## src/rtl/core/pws_pkg.sv

```systemverilog
// Shared types and constants for the perspective projection block
`default_nettype none
package pws_pkg;
	localparam int FRAC_BITS_DEF = 16;
	localparam int RATIO_BITS    = 40;
	// three front stages plus one queued transfer in steady flow; one slot spare
	localparam int MID_DEPTH     = 5;
	localparam int CFG_DATA_W    = 64;
	localparam int CFG_IDX_W     = 3;
	localparam int HALF_W        = 15;

	localparam logic [CFG_IDX_W-1:0] CFG_XROW_A = 3'd0;
	localparam logic [CFG_IDX_W-1:0] CFG_XROW_B = 3'd1;
	localparam logic [CFG_IDX_W-1:0] CFG_YROW_A = 3'd2;
	localparam logic [CFG_IDX_W-1:0] CFG_YROW_B = 3'd3;
	localparam logic [CFG_IDX_W-1:0] CFG_WROW_A = 3'd4;
	localparam logic [CFG_IDX_W-1:0] CFG_WROW_B = 3'd5;
	localparam logic [CFG_IDX_W-1:0] CFG_HALF_W = 3'd6;
	localparam logic [CFG_IDX_W-1:0] CFG_HALF_H = 3'd7;

	localparam logic [HALF_W-1:0] HALF_W_RST = 15'd1280;
	localparam logic [HALF_W-1:0] HALF_H_RST = 15'd720;

	typedef struct packed {
		logic signed [31:0] world_x;
		logic signed [31:0] world_y;
		logic signed [31:0] world_z;
	} point_t;

	typedef struct packed {
		logic               visible;
		logic signed [31:0] screen_x;
		logic signed [31:0] screen_y;
	} pixel_t;

	// rows: x clip, y clip, depth; a = {y weight, x weight}, b = {offset, z weight}
	typedef struct packed {
		logic [CFG_DATA_W-1:0] xa;
		logic [CFG_DATA_W-1:0] xb;
		logic [CFG_DATA_W-1:0] ya;
		logic [CFG_DATA_W-1:0] yb;
		logic [CFG_DATA_W-1:0] wa;
		logic [CFG_DATA_W-1:0] wb;
	} coef_t;
endpackage
`default_nettype wire

```

## src/rtl/core/pws_fifo.sv

```systemverilog
// Small register queue between the row evaluator and the divider
`default_nettype none
module pws_fifo import pws_pkg::*; #(
	parameter int WIDTH = 8,
	parameter int DEPTH = MID_DEPTH,
	localparam int PW = $clog2(DEPTH),
	localparam int CW = $clog2(DEPTH + 1)
) (
	input  wire logic             clk,
	input  wire logic             arst_n,
	input  wire logic             wr_en,
	input  wire logic [WIDTH-1:0] wr_data,
	input  wire logic             rd_en,
	output logic      [WIDTH-1:0] rd_data,
	output logic                  empty,
	output logic      [CW-1:0]    count
);
	logic [WIDTH-1:0] mem [DEPTH];
	logic [PW-1:0]    wr_ptr_q;
	logic [PW-1:0]    rd_ptr_q;
	logic [CW-1:0]    cnt_q;

	always_ff @(posedge clk) begin
		if (wr_en) begin
			mem[wr_ptr_q] <= wr_data;
		end
	end

	always_ff @(posedge clk or negedge arst_n) begin
		if (!arst_n) begin
			wr_ptr_q <= '0;
			rd_ptr_q <= '0;
			cnt_q    <= '0;
		end else begin
			if (wr_en) begin
				wr_ptr_q <= (wr_ptr_q == PW'(DEPTH - 1)) ? '0 : wr_ptr_q + 1'b1;
			end
			if (rd_en) begin
				rd_ptr_q <= (rd_ptr_q == PW'(DEPTH - 1)) ? '0 : rd_ptr_q + 1'b1;
			end
			cnt_q <= cnt_q + CW'(wr_en) - CW'(rd_en);
		end
	end

	assign rd_data = mem[rd_ptr_q];
	assign empty   = (cnt_q == '0);
	assign count   = cnt_q;

`ifndef ASSERT_OFF
	a_no_overrun: assert property (@(posedge clk) disable iff (!arst_n)
		wr_en |-> (cnt_q != CW'(DEPTH)) || rd_en)
		else $error("mid queue written while full");
	a_no_underrun: assert property (@(posedge clk) disable iff (!arst_n)
		rd_en |-> (cnt_q != '0))
		else $error("mid queue read while empty");
`endif
endmodule
`default_nettype wire

```

## config.mk

```make
export PLATFORM = sky130hd
export DESIGN_NAME = pws_fifo
export DESIGN_NICKNAME = d
export VERILOG_FILES = /design/src/rtl/core/pws_pkg.sv /design/src/rtl/core/pws_fifo.sv
export SDC_FILE = /design/constraint.sdc
export NUM_CORES = 1
export LEC_CHECK = 0
export ABC_AREA = 1
export ABC_CLOCK_PERIOD_IN_PS = 2400
export BUFFER_PORTS_ARGS = -buffer_cell sky130_fd_sc_hd__buf_2
export CAP_MARGIN = 25
export CORE_AREA = 4 4 71 105
export DETAILED_ROUTE_END_ITERATION = 10
export DIE_AREA = 0 0 75 109
export PLACE_DENSITY = 0.6
export SLEW_MARGIN = 20
export SYNTH_ARGS = -nofsm -noshare
export SYNTH_HDL_FRONTEND = slang
export SYNTH_SLANG_ARGS = --single-unit
```

## constraint.sdc

```tcl
create_clock -name clk -period 2.4 [get_ports clk]
set_clock_uncertainty 0.05 [all_clocks]
set_input_delay 0.48 -clock clk [delete_from_list [all_inputs] [get_ports clk]]
set_output_delay 0.48 -clock clk [all_outputs]
set_load 0.02 [all_outputs]
```

==> results.sh <==
export IMPL_power_density_mw_per_mm2=1162
export IMPL_clock_sinks=49
export IMPL_cap_viol_max_count=0
export IMPL_hold_path_class="in -> reg"
export IMPL_insertedDiodeCount=0
export IMPL_synth_compound_gate_area_share_pct=1.627
export IMPL_design_portCount=24
export IMPL_outcome="finished, final reports clean"
export IMPL_cts_root_buf="clkbuf_8"
export IMPL_static_leakage_power_nw=1.209
export IMPL_drc_errors=0
export IMPL_path_common_cell="nand2_1"
export IMPL_wl_per_cell_um=12.21
export IMPL_grt_pass1_vias=1373
export IMPL_routabilityCongestion=0.7588
export IMPL_max_fanout_on_critical_path=19
export IMPL_drive_gt1_share_pct=20.97
export IMPL_power_total_w=0.003000
export IMPL_postRouteWirelength_um=3957
export IMPL_final_max_slew_viol_count=0
export IMPL_die_height_um=109
export IMPL_setup_viol=0
export IMPL_post_dp_hpwl_um=2875
export IMPL_number_of_buffers_added_by_the_clock_tree_synthesis_step=5
export IMPL_num_nets_final=266
export IMPL_avgViaCountPerCell=4.318
export IMPL_dr_pass1_iters=4
export IMPL_detail_route_iter0_violations=33
export IMPL_met1_usage_pct=11.34
export IMPL_globalRoute_totalOverflow=0
export IMPL_endpoint_kind="output port"
export IMPL_layout_filler_cells=630
export IMPL_path_cells="inv_6 > nand2_1 > nand3_1 > nand2_1 > nand2_1 > nand2_1 > buf_2"
export IMPL_achievable_frequency_ghz=0.4662
export IMPL_ys_ff_latch=49
export IMPL_final_design_area_excluding_fillers_mm2=0.002582
export IMPL_synth_seq_area_share_pct=63.97
export IMPL_post_synth_inst_count=213
export IMPL_post_synth_cell_area_avg_um2=10.47
export IMPL_relSlewSlack_pct=68.04
export IMPL_crit_path_top_delay_cell="dfrtp_1"
export IMPL_clock_latency_ps=290
export IMPL_placedInstanceArea_mm2=0.002452
export IMPL_cts_clk_slew_worst_paths_ps=80
export IMPL_synth_lib_cells_used_distinct=22
export IMPL_worst_ep_arrival_time_ps=1610
export IMPL_core_area_mm2=0.006531
export IMPL_ant_nets=0
export IMPL_initial_antenna_violation_count=0
export IMPL_worstMarginPinSlew_ps=479.4
export IMPL_grt_use_met3_pct=2.030
export IMPL_cts_tree="yes"
export IMPL_finalCriticalPeriod_ps=2145
export IMPL_cts_root_to_sink_buffers=2
export IMPL_totalNegativeSetupSlack_ps=0
export IMPL_fraction_of_the_cycle_the_final_worst_path_needs_pct=89.37
export IMPL_vdd_drop_max_mv=0.4204
export IMPL_synth_top_family_by_area="simple AND/OR/NAND/NOR gates"
export IMPL_grt_use_met2_pct=21.20
export IMPL_htree_levels=2
export IMPL_floorplan_initialDensity_pct=34.14
export IMPL_rows=36
export IMPL_critical_path_required_ps=1870
export IMPL_cp_start_kind="flop"
export IMPL_design_die_area_mm2=0.008175
export IMPL_rsz_0062_raised_after_global_routing="no"
export IMPL_grt_max_degree=20
export IMPL_synth_net_count=232
export IMPL_synth_area_mux_share_pct=0
export IMPL_finalHoldViolCount=0
export IMPL_synthesis_area_mm2=0.002230
export IMPL_critical_path_max_stage_delay_ps=610
export IMPL_global_route_usage_total_pct=11.16
export IMPL_floorplan_die_width_um=75
export IMPL_buffer_ports_inserted=23
export IMPL_synth_adder_area_share_pct=4.265
export IMPL_yosys_area_share_simple_pct=19.70
export IMPL_synth_xor_area_share_pct=0.7856
export IMPL_global_route_peak_usage_layer="met2"
export IMPL_yosysWarnings=0
export IMPL_post_cts_buffers=0
export IMPL_setup_worst_path_class="reg -> out"
export IMPL_grt_pass1_wl_um=6617
export IMPL_layout_area_overhead_vs_synth_pct=15.83
export IMPL_route_vias_total=1399
==> routing by layer <==
metal | up-vias | share of wire [%]
met5 | - | 0
met4 | 0 | 2.0
met3 | 7 | 2.0
met2 | 18 | 58
met1 | 639 | 38
li1 | 735 | -
==> area by class of cell <==
type                       count  area, um2  area share, %
clock inverter                 2      37.54          1.453
clock buffer                   6      82.58          3.198
timing repair buffer          32      185.2          7.171
sequential                    49       1426          55.23
multi-input combinational    117      588.1          22.77
inverter                      42      167.7          6.492
tap                           76      95.09          3.682
==> through the flow <==
stage	instances	hold slack [ps]	setup WS, ps	util, %
after floorplan	213	134.4	592.8	-
after global placement	315	295.6	474.6	37.55
after detailed placement	315	291.3	429.2	37.55
after CTS	324	354.1	218.4	39.54
after global routing	324	346.9	96.00	39.54
final	324	365.3	255.0	39.54
==> report_power, final <==
part | leakage, nW | internal (W) | switching [W] | total (W)
combinational | 0.680 | 0.000415 | 0.000761 | 0.00118
clock | 0.0574 | 0.000338 | 0.000249 | 0.000588
sequential | 0.472 | 0.00110 | 0.000134 | 0.00124
==> worst paths after layout <==
path	startpoint	to	slack, ps	depth (start not counted)
min in group asynchronous	arst_n	count[0]$_DFF_PN0_	520	2
worst min-delay path	wr_data[5]	mem[4][5]$_DFFE_PP_	370	1
max in group asynchronous	arst_n	wr_ptr_q[2]$_DFFE_PN0P_	1600	2
worst max-delay path	rd_ptr_q[0]$_DFFE_PN0P_	rd_data[1]	260	7
worst min register to register	count[1]$_DFF_PN0_	count[2]$_DFF_PN0_	470	1
worst max register to register	count[0]$_DFF_PN0_	count[2]$_DFF_PN0_	670	7
==> cells in the final DEF, fill, tap and decap left out <==
master,count
nand2_1,66
inv_1,40
edfxtp_1,40
buf_2,23
nand3_1,15
dfrtp_1,9
buf_4,8
nand2_2,7
nor2_1,7
ha_1,6
clkbuf_8,6
o21ai_0,4
nand3_2,3
nor3_1,2
a21oi_1,2
inv_6,1
clkinv_4,1
xnor2_1,1
xor2_1,1
or2_2,1
a31oi_1,1
fa_1,1
clkinvlp_4,1
bufinv_16,1
dlygate4sd3_1,1
==> synthesized netlist by cell type (all sizes together) <==
| cell | n | share of area (%) |
|---|---|---|
| or2 | 1 | 0.28 |
| xnor2 | 1 | 0.39 |
| nor3 | 2 | 0.45 |
| nor2 | 7 | 1.2 |
| nand3 | 18 | 4.7 |
| a31oi | 1 | 0.28 |
| nand2 | 73 | 13 |
| dfrtp | 9 | 10 |
| inv | 41 | 7.1 |
| fa | 1 | 0.90 |
| clkinv | 1 | 0.39 |
| edfxtp | 40 | 54 |
| a21oi | 2 | 0.45 |
| o21ai | 4 | 0.90 |
| xor2 | 1 | 0.39 |
| buf | 5 | 2.1 |
| ha | 6 | 3.4 |
==> kinds of logic (layout without fill, tap and decap cells) <==
kind of cell    Yosys count  after routing
buf+inv                  47             82
xor+xnor                  2              2
simple gates            101            101
compound gates            7              7
fa+ha+maj                 7              7
flops                    49             49
==> flip-flops by register name, summed over array words and instances (netlist names) <==
| name | count |
|---|---|
| wr_ptr_q | 3 |
| mem | 40 |
| rd_ptr_q | 3 |
| count | 3 |
==> worst max-delay path: cells and delay by family, from the launching register on <==
family / cells / cell delay (ps)
simple gates: 5 / 380
buf+inv: 2 / 310
flops: 1 / 610
==> repair_timing <==
| item | in CTS | in global routing |
|---|---|---|
| hold buffers | 1 | 0 |
| resized for setup | 0 | 0 |
| hold endpoints to repair | 9 | 0 |
(Power assumes the default switching activity.)
